<file path="config.mk">
export PLATFORM = sky130hd
export DESIGN_NAME = dashboard_led_and_button_controller_core
export DESIGN_NICKNAME = d
export VERILOG_FILES = /design/src/hw/rtl/dlbc_pkg.sv /design/src/hw/rtl/dashboard_led_and_button_controller_core.sv /design/src/hw/rtl/dlbc_debounce.sv
export VERILOG_INCLUDE_DIRS = /design/src /design/src/hw/rtl
export SDC_FILE = /design/constraint.sdc
export NUM_CORES = 1
export LEC_CHECK = 0
export ABC_AREA = 1
export CORE_ASPECT_RATIO = 1.1
export CORE_MARGIN = 2
export CORE_UTILIZATION = 40
export CTS_CLUSTER_DIAMETER = 200
export DETAILED_ROUTE_END_ITERATION = 8
export DONT_BUFFER_PORTS = 1
export HOLD_SLACK_MARGIN = 0.1
export MAX_ROUTING_LAYER = met4
export SETUP_SLACK_MARGIN = 0.5
export SLEW_MARGIN = 20
export SYNTH_ARGS = -nofsm -noshare
export SYNTH_HDL_FRONTEND = slang
export SYNTH_SLANG_ARGS = --single-unit
</file>
<file path="constraint.sdc">
create_clock -name clk -period 4.43 [get_ports clk]
set_clock_uncertainty 0.05 [all_clocks]
set_input_delay 0.6645 -clock clk [delete_from_list [all_inputs] [get_ports clk]]
set_output_delay 0.6645 -clock clk [all_outputs]
set_load 0.03 [all_outputs]
</file>
<file path="src/hw/rtl/dashboard_led_and_button_controller_core_assert.svh">
// ----------------------------------------------------------------------------
// Assertion macros for the dashboard LED and button controller
// Concurrent checks clocked on clk and disabled while rst_n is low.
// ----------------------------------------------------------------------------
`ifndef DASHBOARD_LED_AND_BUTTON_CONTROLLER_CORE_ASSERT_SVH
`define DASHBOARD_LED_AND_BUTTON_CONTROLLER_CORE_ASSERT_SVH

// Same-cycle implication.
`define DLBC_ASSERT_NOW(label, ante, cons, msg) \
  label: assert property (@(posedge clk) disable iff (!rst_n) (ante) |-> (cons)) \
    else $error(msg);

// Next-cycle implication.
`define DLBC_ASSERT_NEXT(label, ante, cons, msg) \
  label: assert property (@(posedge clk) disable iff (!rst_n) (ante) |=> (cons)) \
    else $error(msg);

`endif

</file>
<file path="src/hw/rtl/dlbc_pkg.sv">
// ----------------------------------------------------------------------------
// dlbc_pkg
// Shared types and constants of the dashboard LED and button controller.
// ----------------------------------------------------------------------------
package dlbc_pkg;

  // LED combination driven by the blink engine
  typedef enum logic [1:0] {
    COMB_TS   = 2'd0,
    COMB_RTD  = 2'd1,
    COMB_SYNC = 2'd2,
    COMB_ALT  = 2'd3
  } comb_t;

  // Motor controller states
  localparam logic [1:0] CSTATE_OTHER    = 2'd0;
  localparam logic [1:0] CSTATE_DISABLE  = 2'd1;
  localparam logic [1:0] CSTATE_ERROR    = 2'd2;
  localparam logic [1:0] CSTATE_OVERHEAT = 2'd3;

  // Drive modes
  localparam logic [1:0] MODE_NORMAL    = 2'd0;
  localparam logic [1:0] MODE_SLOW      = 2'd1;
  localparam logic [1:0] MODE_ENDURANCE = 2'd2;

  // Configuration register indexes
  localparam logic CFG_UPDATE_PERIOD = 1'b0;
  localparam logic CFG_DEBOUNCE_TIME = 1'b1;

  localparam int unsigned CFG_W = 10;

  // Blink timings in ms
  localparam int unsigned BLINK_W = 11;
  localparam logic [BLINK_W-1:0] SYNC_ON_MS  = 11'd1500;
  localparam logic [BLINK_W-1:0] SYNC_OFF_MS = 11'd500;
  localparam logic [BLINK_W-1:0] FAST_MS     = 11'd125;
  localparam logic [BLINK_W-1:0] ALT_MS      = 11'd500;

  // Debounce status of one button
  typedef struct packed {
    logic run;
    logic flag;
  } deb_ctl_t;

endpackage

</file>
<file path="src/hw/rtl/dashboard_led_and_button_controller_core.sv">
// ----------------------------------------------------------------------------
// dashboard_led_and_button_controller_core
// Dashboard LED pattern, ASSI color and button debounce for one 1 ms tick.
// ----------------------------------------------------------------------------
// Usage:
//   Each input beat on in_* is one 1 ms tick with sampled car status. For
//   every input beat exactly one output beat comes out on out_*, holding the
//   LED, ASSI and pressed-flag levels after that tick.
//   The cfg_* channel writes update_period (index 0) and debounce_time
//   (index 1); it is always ready. Write it only while the block is idle.
// Stages and throughput:
//   Two register stages: the input register captures the beat, and the tick
//   is evaluated between it and the result register, which then raises
//   out_valid. One beat per cycle is sustained while out_ready is high; the
//   limit is the single evaluation of the timer and LED logic per cycle.
// Stall:
//   If out_ready is low, the result register holds; the input register still
//   takes one more beat, then in_ready drops until the result is taken.
// Reset:
//   rst_n low (synchronous) empties both stages, stops all timers, restores
//   update_period 10 and debounce_time 50; the out_* levels are not reset.
// ----------------------------------------------------------------------------
`include "dashboard_led_and_button_controller_core_assert.svh"

module dashboard_led_and_button_controller_core #(
  parameter int TIMER_BITS = 16
) (
  input  logic                        clk,
  input  logic                        rst_n,
  // input channel
  input  logic                        in_valid,
  output logic                        in_ready,
  input  logic                        in_starting_up,
  input  logic                        in_rtd_button,
  input  logic                        in_ts_button,
  input  logic [1:0]                  in_controller_state,
  input  logic [1:0]                  in_drive_mode,
  input  logic                        in_shutdown_pressed,
  input  logic                        in_driverless_on,
  input  logic                        in_ctrl_rtd_led,
  input  logic                        in_ctrl_ts_led,
  // result channel
  output logic                        out_valid,
  input  logic                        out_ready,
  output logic                        out_rtd_led,
  output logic                        out_ts_led,
  output logic                        out_assi_red,
  output logic                        out_assi_green,
  output logic                        out_assi_blue,
  output logic                        out_ts_pressed,
  output logic                        out_rtd_pressed,
  // configuration channel
  input  logic                        cfg_valid,
  output logic                        cfg_ready,
  input  logic                        cfg_index,
  input  logic [dlbc_pkg::CFG_W-1:0]  cfg_data
);

  localparam logic [TIMER_BITS-1:0] TMAX = {TIMER_BITS{1'b1}};

  // Saturating increment
  function automatic logic [TIMER_BITS-1:0] sat_inc(input logic [TIMER_BITS-1:0] t);
    sat_inc = (t == TMAX) ? t : t + TIMER_BITS'(1);
  endfunction

  // --------------------------------------------------------------------------
  // Configuration registers
  // --------------------------------------------------------------------------
  logic [dlbc_pkg::CFG_W-1:0] period_r;
  logic [dlbc_pkg::CFG_W-1:0] db_time_r;

  assign cfg_ready = 1'b1;

  always_ff @(posedge clk) begin
    if (!rst_n) begin
      period_r  <= dlbc_pkg::CFG_W'(10);
      db_time_r <= dlbc_pkg::CFG_W'(50);
    end else if (cfg_valid) begin
      case (cfg_index)
        dlbc_pkg::CFG_UPDATE_PERIOD: period_r  <= cfg_data;
        dlbc_pkg::CFG_DEBOUNCE_TIME: db_time_r <= cfg_data;
        default: ;
      endcase
    end
  end

  // --------------------------------------------------------------------------
  // Input register
  // --------------------------------------------------------------------------
  logic       s1_valid_r;
  logic       s1_start_r, s1_rtd_b_r, s1_ts_b_r, s1_sdc_r, s1_dv_r;
  logic       s1_c_rtd_r, s1_c_ts_r;
  logic [1:0] s1_cstate_r, s1_mode_r;
  logic       out_valid_r;
  logic       adv;

  // Advance the input register into the result register when it has room.
  assign adv      = s1_valid_r && (!out_valid_r || out_ready);
  assign in_ready = !s1_valid_r || adv;

  always_ff @(posedge clk) begin
    if (!rst_n) begin
      s1_valid_r <= 1'b0;
    end else if (in_ready) begin
      s1_valid_r <= in_valid;
    end
  end

  always_ff @(posedge clk) begin
    if (in_valid && in_ready) begin
      s1_start_r  <= in_starting_up;
      s1_rtd_b_r  <= in_rtd_button;
      s1_ts_b_r   <= in_ts_button;
      s1_cstate_r <= in_controller_state;
      s1_mode_r   <= in_drive_mode;
      s1_sdc_r    <= in_shutdown_pressed;
      s1_dv_r     <= in_driverless_on;
      s1_c_rtd_r  <= in_ctrl_rtd_led;
      s1_c_ts_r   <= in_ctrl_ts_led;
    end
  end

  // --------------------------------------------------------------------------
  // Controller state
  // --------------------------------------------------------------------------
  logic [TIMER_BITS-1:0] upd_el_r, upd_el_nxt;
  logic [TIMER_BITS-1:0] blk_el_r, blk_el_nxt;
  logic                  blk_run_r, blk_run_nxt;
  dlbc_pkg::comb_t       lcomb_r, lcomb_nxt;
  logic                  lbv_r, lbv_nxt;
  logic [TIMER_BITS-1:0] ts_el_r, ts_el_nxt, rtd_el_r, rtd_el_nxt;
  dlbc_pkg::deb_ctl_t    ts_ctl_r, ts_ctl_nxt, rtd_ctl_r, rtd_ctl_nxt;
  logic                  rtd_led_r, rtd_led_nxt, ts_led_r, ts_led_nxt;
  logic                  red_r, red_nxt, green_r, green_nxt, blue_r, blue_nxt;

  // Advance running timers first.
  logic [TIMER_BITS-1:0] upd_tick, blk_tick, ts_tick, rtd_tick;
  logic                  upd_fire;

  assign upd_tick = sat_inc(upd_el_r);
  assign blk_tick = blk_run_r ? sat_inc(blk_el_r) : blk_el_r;
  assign ts_tick  = ts_ctl_r.run ? sat_inc(ts_el_r) : ts_el_r;
  assign rtd_tick = rtd_ctl_r.run ? sat_inc(rtd_el_r) : rtd_el_r;
  assign upd_fire = upd_tick >= TIMER_BITS'(period_r);

  // Pattern selection
  logic                          blk_req;
  logic [dlbc_pkg::BLINK_W-1:0]  blk_on, blk_off;
  logic [dlbc_pkg::BLINK_W:0]    blk_sum;
  dlbc_pkg::comb_t               blk_comb;
  logic                          led_set;
  logic                          led_rtd_v, led_ts_v;

  always_comb begin
    blk_req   = 1'b0;
    blk_on    = dlbc_pkg::FAST_MS;
    blk_off   = dlbc_pkg::FAST_MS;
    blk_comb  = dlbc_pkg::COMB_TS;
    led_set   = 1'b0;
    led_rtd_v = 1'b0;
    led_ts_v  = 1'b0;
    if (s1_start_r) begin
      blk_req  = 1'b1;
      blk_on   = dlbc_pkg::SYNC_ON_MS;
      blk_off  = dlbc_pkg::SYNC_OFF_MS;
      blk_comb = dlbc_pkg::COMB_SYNC;
    end else if (s1_rtd_b_r || s1_ts_b_r) begin
      // echo the buttons
      led_set   = 1'b1;
      led_rtd_v = s1_rtd_b_r;
      led_ts_v  = s1_ts_b_r;
    end else if (s1_cstate_r == dlbc_pkg::CSTATE_OVERHEAT) begin
      blk_req  = 1'b1;
      blk_comb = dlbc_pkg::COMB_RTD;
    end else if (s1_cstate_r == dlbc_pkg::CSTATE_ERROR) begin
      blk_req  = 1'b1;
      blk_comb = dlbc_pkg::COMB_TS;
    end else if (s1_cstate_r == dlbc_pkg::CSTATE_DISABLE && s1_sdc_r) begin
      case (s1_mode_r)
        dlbc_pkg::MODE_NORMAL: begin
          led_set = 1'b1;
        end
        dlbc_pkg::MODE_SLOW: begin
          blk_req  = 1'b1;
          blk_on   = dlbc_pkg::ALT_MS;
          blk_off  = dlbc_pkg::ALT_MS;
          blk_comb = dlbc_pkg::COMB_ALT;
        end
        dlbc_pkg::MODE_ENDURANCE: begin
          led_set   = 1'b1;
          led_rtd_v = 1'b1;
          led_ts_v  = 1'b1;
        end
        default: ; // undefined mode: leave the LEDs alone
      endcase
    end else begin
      // pass the controller's request through
      led_set   = 1'b1;
      led_rtd_v = s1_c_rtd_r;
      led_ts_v  = s1_c_ts_r;
    end
  end

  assign blk_sum = {1'b0, blk_on} + {1'b0, blk_off};

  // Blink engine: at most one value is applied per update.
  logic [TIMER_BITS-1:0] blk_past;
  logic                  blk_done, apply_en, apply_val;

  assign blk_past  = blk_run_r ? blk_tick : '0;
  assign blk_done  = blk_past >= TIMER_BITS'(blk_sum);
  assign apply_val = !blk_run_r;
  assign apply_en  = !blk_run_r || (!blk_done && (blk_past > TIMER_BITS'(blk_on)));

  always_comb begin
    upd_el_nxt  = upd_tick;
    blk_el_nxt  = blk_tick;
    blk_run_nxt = blk_run_r;
    lcomb_nxt   = lcomb_r;
    lbv_nxt     = lbv_r;
    rtd_led_nxt = rtd_led_r;
    ts_led_nxt  = ts_led_r;
    red_nxt     = red_r;
    green_nxt   = green_r;
    blue_nxt    = blue_r;
    if (upd_fire) begin
      upd_el_nxt = '0;
      if (led_set) begin
        rtd_led_nxt = led_rtd_v;
        ts_led_nxt  = led_ts_v;
      end
      if (blk_req) begin
        if (!blk_run_r) begin
          blk_run_nxt = 1'b1;
          blk_el_nxt  = '0;
        end else if (blk_done) begin
          blk_run_nxt = 1'b0;
          blk_el_nxt  = '0;
        end
        if (apply_en && (apply_val != lbv_r)) begin
          lbv_nxt = apply_val;
          // a new combination starts from both LEDs dark
          if (blk_comb != lcomb_r) begin
            lcomb_nxt   = blk_comb;
            rtd_led_nxt = 1'b0;
            ts_led_nxt  = 1'b0;
          end
          case (blk_comb)
            dlbc_pkg::COMB_TS:   ts_led_nxt = apply_val;
            dlbc_pkg::COMB_RTD:  rtd_led_nxt = apply_val;
            dlbc_pkg::COMB_SYNC: begin
              ts_led_nxt  = apply_val;
              rtd_led_nxt = apply_val;
            end
            default: begin
              ts_led_nxt  = apply_val;
              rtd_led_nxt = !apply_val;
            end
          endcase
        end
      end
      // ASSI: white while starting up, yellow when driverless, else dark
      red_nxt   = s1_start_r || s1_dv_r;
      green_nxt = s1_start_r || s1_dv_r;
      blue_nxt  = s1_start_r;
    end
  end

  // Button debouncers run only on updates outside start-up.
  logic deb_en;
  assign deb_en = upd_fire && !s1_start_r;

  dlbc_debounce #(.TIMER_BITS(TIMER_BITS)) u_ts_deb (
    .en            (deb_en),
    .held          (s1_ts_b_r),
    .debounce_time (db_time_r),
    .el_cur        (ts_tick),
    .ctl_cur       (ts_ctl_r),
    .el_nxt        (ts_el_nxt),
    .ctl_nxt       (ts_ctl_nxt)
  );

  dlbc_debounce #(.TIMER_BITS(TIMER_BITS)) u_rtd_deb (
    .en            (deb_en),
    .held          (s1_rtd_b_r),
    .debounce_time (db_time_r),
    .el_cur        (rtd_tick),
    .ctl_cur       (rtd_ctl_r),
    .el_nxt        (rtd_el_nxt),
    .ctl_nxt       (rtd_ctl_nxt)
  );

  // Commit the tick's state on advance.
  always_ff @(posedge clk) begin
    if (!rst_n) begin
      upd_el_r  <= '0;
      blk_el_r  <= '0;
      blk_run_r <= 1'b0;
      lcomb_r   <= dlbc_pkg::COMB_TS;
      lbv_r     <= 1'b0;
      ts_el_r   <= '0;
      ts_ctl_r  <= '0;
      rtd_el_r  <= '0;
      rtd_ctl_r <= '0;
      rtd_led_r <= 1'b0;
      ts_led_r  <= 1'b0;
      red_r     <= 1'b0;
      green_r   <= 1'b0;
      blue_r    <= 1'b0;
    end else if (adv) begin
      upd_el_r  <= upd_el_nxt;
      blk_el_r  <= blk_el_nxt;
      blk_run_r <= blk_run_nxt;
      lcomb_r   <= lcomb_nxt;
      lbv_r     <= lbv_nxt;
      ts_el_r   <= ts_el_nxt;
      ts_ctl_r  <= ts_ctl_nxt;
      rtd_el_r  <= rtd_el_nxt;
      rtd_ctl_r <= rtd_ctl_nxt;
      rtd_led_r <= rtd_led_nxt;
      ts_led_r  <= ts_led_nxt;
      red_r     <= red_nxt;
      green_r   <= green_nxt;
      blue_r    <= blue_nxt;
    end
  end

  // --------------------------------------------------------------------------
  // Result register
  // --------------------------------------------------------------------------
  always_ff @(posedge clk) begin
    if (!rst_n) begin
      out_valid_r <= 1'b0;
    end else if (adv) begin
      out_valid_r <= 1'b1;
    end else if (out_ready) begin
      out_valid_r <= 1'b0;
    end
  end

  always_ff @(posedge clk) begin
    if (adv) begin
      out_rtd_led     <= rtd_led_nxt;
      out_ts_led      <= ts_led_nxt;
      out_assi_red    <= red_nxt;
      out_assi_green  <= green_nxt;
      out_assi_blue   <= blue_nxt;
      out_ts_pressed  <= ts_ctl_nxt.flag;
      out_rtd_pressed <= rtd_ctl_nxt.flag;
    end
  end

  assign out_valid = out_valid_r;

  // --------------------------------------------------------------------------
  // Assertions
  // --------------------------------------------------------------------------
  `DLBC_ASSERT_NOW(a_ready_when_empty, !s1_valid_r, in_ready,
    "input register empty but not ready")
  `DLBC_ASSERT_NEXT(a_update_restarts, adv && upd_fire, upd_el_r == '0,
    "update timer not restarted after an update")
  `DLBC_ASSERT_NEXT(a_startup_white, adv && upd_fire && s1_start_r,
    red_r && green_r && blue_r, "ASSI not white during start-up update")
  `DLBC_ASSERT_NEXT(a_release_clears, adv && deb_en && !s1_ts_b_r,
    !ts_ctl_r.flag && !ts_ctl_r.run, "released TS button left flag or timer set")

endmodule

</file>
<file path="src/hw/rtl/dlbc_debounce.sv">
// ----------------------------------------------------------------------------
// dlbc_debounce
// Next-state logic of one button debouncer: hold timer and pressed flag.
// ----------------------------------------------------------------------------
module dlbc_debounce #(
  parameter int TIMER_BITS = 16
) (
  input  logic                          en,
  input  logic                          held,
  input  logic [dlbc_pkg::CFG_W-1:0]    debounce_time,
  input  logic [TIMER_BITS-1:0]         el_cur,
  input  dlbc_pkg::deb_ctl_t            ctl_cur,
  output logic [TIMER_BITS-1:0]         el_nxt,
  output dlbc_pkg::deb_ctl_t            ctl_nxt
);

  logic [TIMER_BITS-1:0] el_eff;

  // A stopped timer restarts at zero.
  assign el_eff = ctl_cur.run ? el_cur : '0;

  always_comb begin
    el_nxt  = el_cur;
    ctl_nxt = ctl_cur;
    if (en) begin
      if (!held) begin
        el_nxt       = '0;
        ctl_nxt.run  = 1'b0;
        ctl_nxt.flag = 1'b0;
      end else if (el_eff >= TIMER_BITS'(debounce_time)) begin
        el_nxt       = '0;
        ctl_nxt.run  = 1'b0;
        ctl_nxt.flag = 1'b1;
      end else begin
        el_nxt      = el_eff;
        ctl_nxt.run = 1'b1;
      end
    end
  end

endmodule
</file>
==> results.yml, run 1 <==
setup_path:
  cp-end-kind: "register"
  required_ps: 4700
  worstSetupPathType: "reg2reg"
  crit_fanout: 6
  worst_r2r_path_depth: 27
  start_kind: "register"
  cp.arrival_ps: 4030
drt:
  via_per_inst: 5.07
  wl_um: 19900
  initialDrtViolationCount: 483
  wl_per_cell_um: 13.6
  vias: 7435
  drt-pass1-iter-count: 5
  ant_nets: 0
  post-route-drc-count: 0
clocking:
  cts_tree: "done"
  cts.path.max_buffers: 2
  clock_latency_ps: 420
  cts_buffers: 17
  root_buffer: "clkbuf_16"
  htreeDepth: 4
  hold_buffers: 0
  path_clk_slew_ps: 60
  cts_sinks: 117
sta:
  fmax_mhz: 266
  setup_viol_count_final: 0
  fin_crit_sh_pct: 84.9
  rsz0062_at_grt: "yes"
  slew_headroom_pct: 46.4
  setup_tns_ps: 0
  final-hold-violation-count: 0
  final.min_clock_period_ps: 3760
  holdWs_ps: 288
  tightest_slew_ps: 804
  final_max_slew_viol_count: 0
pwr:
  p_leak_uw: 0.00414
  power_frac_comb_pct: 6.1
  p_int_uw: 2140
  sw_frac_of_total_pct: 24.2
  ir_worst_vdd_v: 0.000312
  p_sw_uw: 685
  pwr-share-seq_pct: 39.8
  clkPwrFrac_pct: 54.0
  p_per_area_mw_per_mm2: 309
synth:
  synthCells: 1199
  synth_flop_cell: "dfxtp_1"
  yosysTopAreaCell: "dfxtp_1"
  synth.cells.most_frequent: "nand2_1, inv_1, a21oi_1"
  synth_seq_cells: 117
  synth_edf_count: 18
  netlist_area_sq_mm: 0.00794
  ys_seq_area_share_pct: 31.8
  yosysMostFrequentCell: "nand2_1"
  syn_avg_cell_area_sq_um: 6.63
  async_reset_ff_share_pct: 0
  syn-num-nets: 1272
  synth_cell_type_count: 52
  ys_top_cells_by_area: "dfxtp_1, nand2_1, inv_1"
  ys.warnings.count: 0
  yosysTopAreaCellShare_pct: 24.9
place:
  place.gp.congestion: 0.880
  dpl.hpwl_um: 14000
  portBuffers: 0
global_route:
  grt_start_max_net_pins: 66
  track_usage_pct: 19.2
  grt_pass1_wl_um: 32600
  grt_pass1_vias: 6755
  gr-total-overflow: 0
  grt_antenna_before_repair: 0
finish:
  drive_gt1_share_pct: 10.7
  diodes: 0
  synthToLayoutAreaGrowth_pct: 15.0
  final.fill_count: 2014
  nNetsFinal: 1275
floorplanning:
  rows: 54
  coreArea_sq_mm: 0.0197
  die_height_um: 152
  start_util_pct: 40.4
  dieArea_sq_mm: 0.0210
  ios: 37
  die_w_um: 138
worst_hold_path:
  hold_class: "in2reg"
  min_path_cells: 0
job:
  maxCapViolations: 0
status:
  status: "completed"
[placed cells by master (no fill, tap or decap), types with 8 or more instances in the layout]
master / synthesis / layout
o211ai_1: 9 / 9
dfxtp_2: 0 / 8
nand2_1: 332 / 327
clkbuf_16: 0 / 18
o21ai_0: 31 / 31
ha_1: 46 / 41
nor2_1: 87 / 82
a21oi_1: 102 / 102
nand4_1: 34 / 34
xor2_1: 21 / 21
nor3_1: 23 / 18
edfxtp_1: 18 / 18
inv_1: 181 / 178
nand2_2: 6 / 9
nand3_1: 89 / 85
buf_4: 2 / 20
dfxtp_1: 99 / 89
xnor2_1: 16 / 16
[state kept, by name, indices dropped and copies added (netlist names), 2 cells and up]
name and flops:
blk_el_r 16, rtd_el_r 16, ts_el_r 16, upd_el_r 16
db_time_r 10, period_r 10, lcomb_r 2, rtd_ctl_r 2
s1_cstate_r 2, s1_mode_r 2, ts_ctl_r 2
[path summary, 6_finish.rpt]
| check | start | to | slack [ps] |
|---|---|---|---|
| max | rtd_el_r[1] | rtd_el_r[6] | 670 |
| min | in_ts_button | s1_ts_b_r | 290 |
| min reg2reg | red_r | red_r | 400 |
| max reg2reg | rtd_el_r[1] | rtd_el_r[6] | 670 |
[power by group through the flow]
stage,Combinational (uW),Clock [uW],Sequential [uW]
detailed placement,164,0,1150
floorplan,131,0,1140
global placement,162,0,1150
global route,198,1600,1130
finish,173,1530,1130
CTS,168,1550,1130
[metal layers]
metal | track usage, % | wire length [um]
met3 | 3.09 | 698
met5 | - | 0
met1 | 25.3 | 9660
met4 | 5.30 | 206
met2 | 30.7 | 9370
[repair_timing]
action	4_1_cts	5_1_grt
cloned	0	1
endpoints found under the setup margin	11	38
pin swaps	1	24
resized for setup	1	52
setup buffers	1	13
[per-stage QoR]
step / instances / total power, uW / setup slack, ps / util, % / cell area, sq um
after floorplan: 1199 / 1280 / 1040 / - / 7940
after detailed placement: 1420 / 1310 / 386 / 41.4 / 8130
final: 1467 / 2830 / 668 / 46.5 / 9130
after global routing: 1467 / 2930 / 411 / 46.5 / 9130
after CTS: 1453 / 2840 / 506 / 44.8 / 8810
after global placement: 1420 / 1310 / 572 / 41.4 / 8130
[cells by family (layout without fill, tap and decap cells)]
family          Yosys count  count (layout)  synth area share, %
xor+xnor                 37              37                 4.08
fa+ha+maj                46              46                 7.25
buf+inv                 223             238                 11.1
flops                   117             117                 31.8
compound gates          167             167                 11.7
simple gates            607             608                 34.0
other cells               1               1               0.0472
mux                       1               1                0.142
[layout make-up]
cell class / count / area (sq um) / area share [%]
multi-input cells: 860 / 4760 / 52.2
inverters: 185 / 696 / 7.62
clock buffers: 19 / 454 / 4.97
well taps: 252 / 315 / 3.45
repair buffers: 21 / 170 / 1.86
clock inverters: 13 / 194 / 2.12
flip-flops and latches: 117 / 2540 / 27.8
[critical path: stages, from the launching register on]
cell and delay (ps):
dfxtp_4 360, ha_4 150, nand2_2 70, nor3_4 220
nand2_2 110, nor2_4 150, nand2_4 80, nand2_4 110
nor2_4 50, nand3_4 100, nor3_4 50, xnor2_1 150
inv_1 70, nand2_1 70, inv_2 40, ha_4 210
nand4_1 100, nor3_2 60, nor3_1 180, o211ai_1 120
a21o_1 190, nand2_1 90, nand3_2 90, nor2_4 130
nand4_1 220, nand2_2 250, nand2_1 80, a21oi_1 130
(Power assumes the default switching activity.)
==> run 2: changes to the inputs <==
ABC_AREA = 0   (was 1)
clock period = 3.8 ns   (was 4.43 ns; I/O delays follow)
==> results.yml, run 2 <==
global_route:
  grt_antenna_before_repair: 0
  grt_start_max_net_pins: 78
  grt_pass1_vias: 7228
  grt_pass1_wl_um: 36300
  track_usage_pct: 23.2
  gr-total-overflow: 0
sta:
  fin_crit_sh_pct: 95.1
  rsz0062_at_grt: "yes"
  tightest_slew_ps: 981
  setup_tns_ps: 0
  fmax_mhz: 277
  fin_ws_ps: 186
  setup_viol_count_final: 0
  slew_headroom_pct: 34.6
  final_max_slew_viol_count: 0
  final.min_clock_period_ps: 3610
  final-hold-violation-count: 0
place:
  place.gp.congestion: 0.834
  place_ws_ps: -7.56
  dpl.hpwl_um: 14200
  portBuffers: 0
pwr:
  p_int_uw: 2510
  p_leak_uw: 0.00402
  p_per_area_mw_per_mm2: 312
  pwr-share-seq_pct: 39.0
  clkPwrFrac_pct: 53.4
  power_frac_comb_pct: 7.5
  p_sw_uw: 813
  sw_frac_of_total_pct: 24.5
  ir_worst_vdd_v: 0.000236
setup_path:
  worstReg2RegStart: "upd_el_r[6]"
  startpoint: "upd_el_r[6]"
  cp.arrival_ps: 3880
  ff2ff_setup_slack_ps: 190
  critPathCapture: "blk_el_r[3]"
  reg2reg_to: "blk_el_r[3]"
  worstSetupPathType: "reg2reg"
  crit_fanout: 6
  start_kind: "register"
  cp-end-kind: "register"
  required_ps: 4060
  worst_r2r_path_depth: 17
drt:
  vias: 7610
  via_per_inst: 5.67
  drt-pass1-iter-count: 5
  wl_um: 23000
  post-route-drc-count: 0
  ant_nets: 0
  initialDrtViolationCount: 449
  wl_per_cell_um: 17.1
status:
  status: "completed"
finish:
  mostFrequentLayoutCell: "nand2_1"
  diodes: 0
  drive_gt1_share_pct: 32.0
  multi_input_area_sq_mm: 0.00564
  final_cell_mix: "nand2_1, buf_4, nor2_1"
  regArea_sq_mm: 0.00260
  synthToLayoutAreaGrowth_pct: 39.2
  final.fill_count: 1698
  nNetsFinal: 1155
clocking:
  path_clk_slew_ps: 60
  clock_latency_ps: 430
  cts_sinks: 117
  htreeDepth: 4
  cts.path.max_buffers: 2
  cts_buffers: 17
  root_buffer: "clkbuf_16"
  cts_tree: "done"
synth:
  synth_flop_cell: "dfxtp_1"
  synth_seq_cells: 117
  syn_avg_cell_area_sq_um: 7.75
  synth_cell_type_count: 71
  yosysMostFrequentCell: "nand2_1"
  netlist_area_sq_mm: 0.00766
  syn-num-nets: 1061
  async_reset_ff_share_pct: 0
  synth_edf_count: 18
  synth.cells.most_frequent: "nand2_1, dfxtp_1, nor2_1"
  synthCells: 988
  yosysTopAreaCellShare_pct: 25.9
  ys_top_cells_by_area: "dfxtp_1, ha_1, edfxtp_1"
  ys_seq_area_share_pct: 32.9
  yosysTopAreaCell: "dfxtp_1"
  ys.warnings.count: 0
floorplanning:
  die_w_um: 136
  ios: 37
  dieArea_sq_mm: 0.0203
  coreArea_sq_mm: 0.0190
  start_util_pct: 40.4
  rows: 53
  die_height_um: 149
job:
  maxCapViolations: 0
worst_hold_path:
  hold_class: "in2reg"
[run 2: metal layers]
| metal | vias to the layer above | global-route usage [%] | part of all wire (%) |
|---|---|---|---|
| met3 | 36 | 4.01 | 4.2 |
| met1 | 3684 | 28.0 | 44 |
| met5 | - | - | 0 |
| met2 | 166 | 38.7 | 50 |
| li1 | 3724 | - | - |
| met4 | 0 | 8.70 | 2.0 |
[run 2: worst max-delay path, stage by stage (launching register included)]
cell,delay (ps)
dfxtp_4,370
nand3_4,90
nor4_4,300
buf_4,170
a31oi_4,100
nand2_1,130
xnor2_2,130
ha_1,280
a21o_1,230
a2111oi_4,300
nand2_1,150
a21oi_4,180
o221ai_4,160
buf_8,190
nand3_4,180
buf_4,160
a21oi_2,40
o32ai_1,290
[run 2: worst min path at each step]
stage	from	slack [ps]	cells past startpoint	to
final	in_controller_state[1]	190	0	s1_cstate_r[1]
after CTS	in_drive_mode[1]	170	0	s1_mode_r[1]
after detailed placement	period_r[2]	400	2	period_r[2]
after global routing	in_ts_button	170	0	s1_ts_b_r
after global placement	period_r[7]	400	2	period_r[7]
after floorplan	db_time_r[2]	390	2	db_time_r[2]
[run 2: what timing repair did]
| item | in CTS | in global routing |
|---|---|---|
| setup endpoints to repair | 78 | 78 |
| hold buffers | 0 | 0 |
| setup buffers | 55 | 17 |
| pin swaps | 60 | 68 |
| cloned | 6 | 1 |
| resized for setup | 118 | 102 |
[run 2: metrics by stage]
step	instance area (sq um)	std cells	utilization (%)	power (uW)	hold WS [ps]
after floorplan	7940	988	-	1460	386
after global placement	8370	1231	44.1	1510	395
after detailed placement	8370	1231	44.1	1510	398
after CTS	10100	1324	53.2	3310	173
after global routing	10700	1342	56.2	3410	175
final	10700	1342	56.2	3320	192
[run 2: cell families (layout without fill, tap and decap cells)]
group           count (synthesis)  count (layout)  share of synthesized area (%)
compound gates                216             216                           18.3
xor+xnor                       48              48                           5.49
fa+ha+maj                      46              46                           7.51
buf+inv                       106             212                           5.54
flops                         117             117                           32.9
mux                            18              18                           2.47
other cells                     1               1                         0.0490
simple gates                  436             437                           27.7
[run 2: area by class of cell]
| type | instances | area share, % |
|---|---|---|
| clock inverters | 12 | 1.53 |
| repair buffers | 135 | 12.1 |
| well taps | 247 | 2.90 |
| clock buffers | 20 | 4.59 |
| inverters | 45 | 1.58 |
| multi-input cells | 766 | 52.9 |
| flip-flops and latches | 117 | 24.4 |
[run 2: power by group through the flow]
stage | clock network (uW) | registers, uW | logic [uW]
finish | 1770 | 1300 | 250
detailed placement | 0 | 1330 | 177
CTS | 1790 | 1300 | 220
floorplan | 0 | 1330 | 133
global route | 1840 | 1300 | 272
global placement | 0 | 1330 | 175
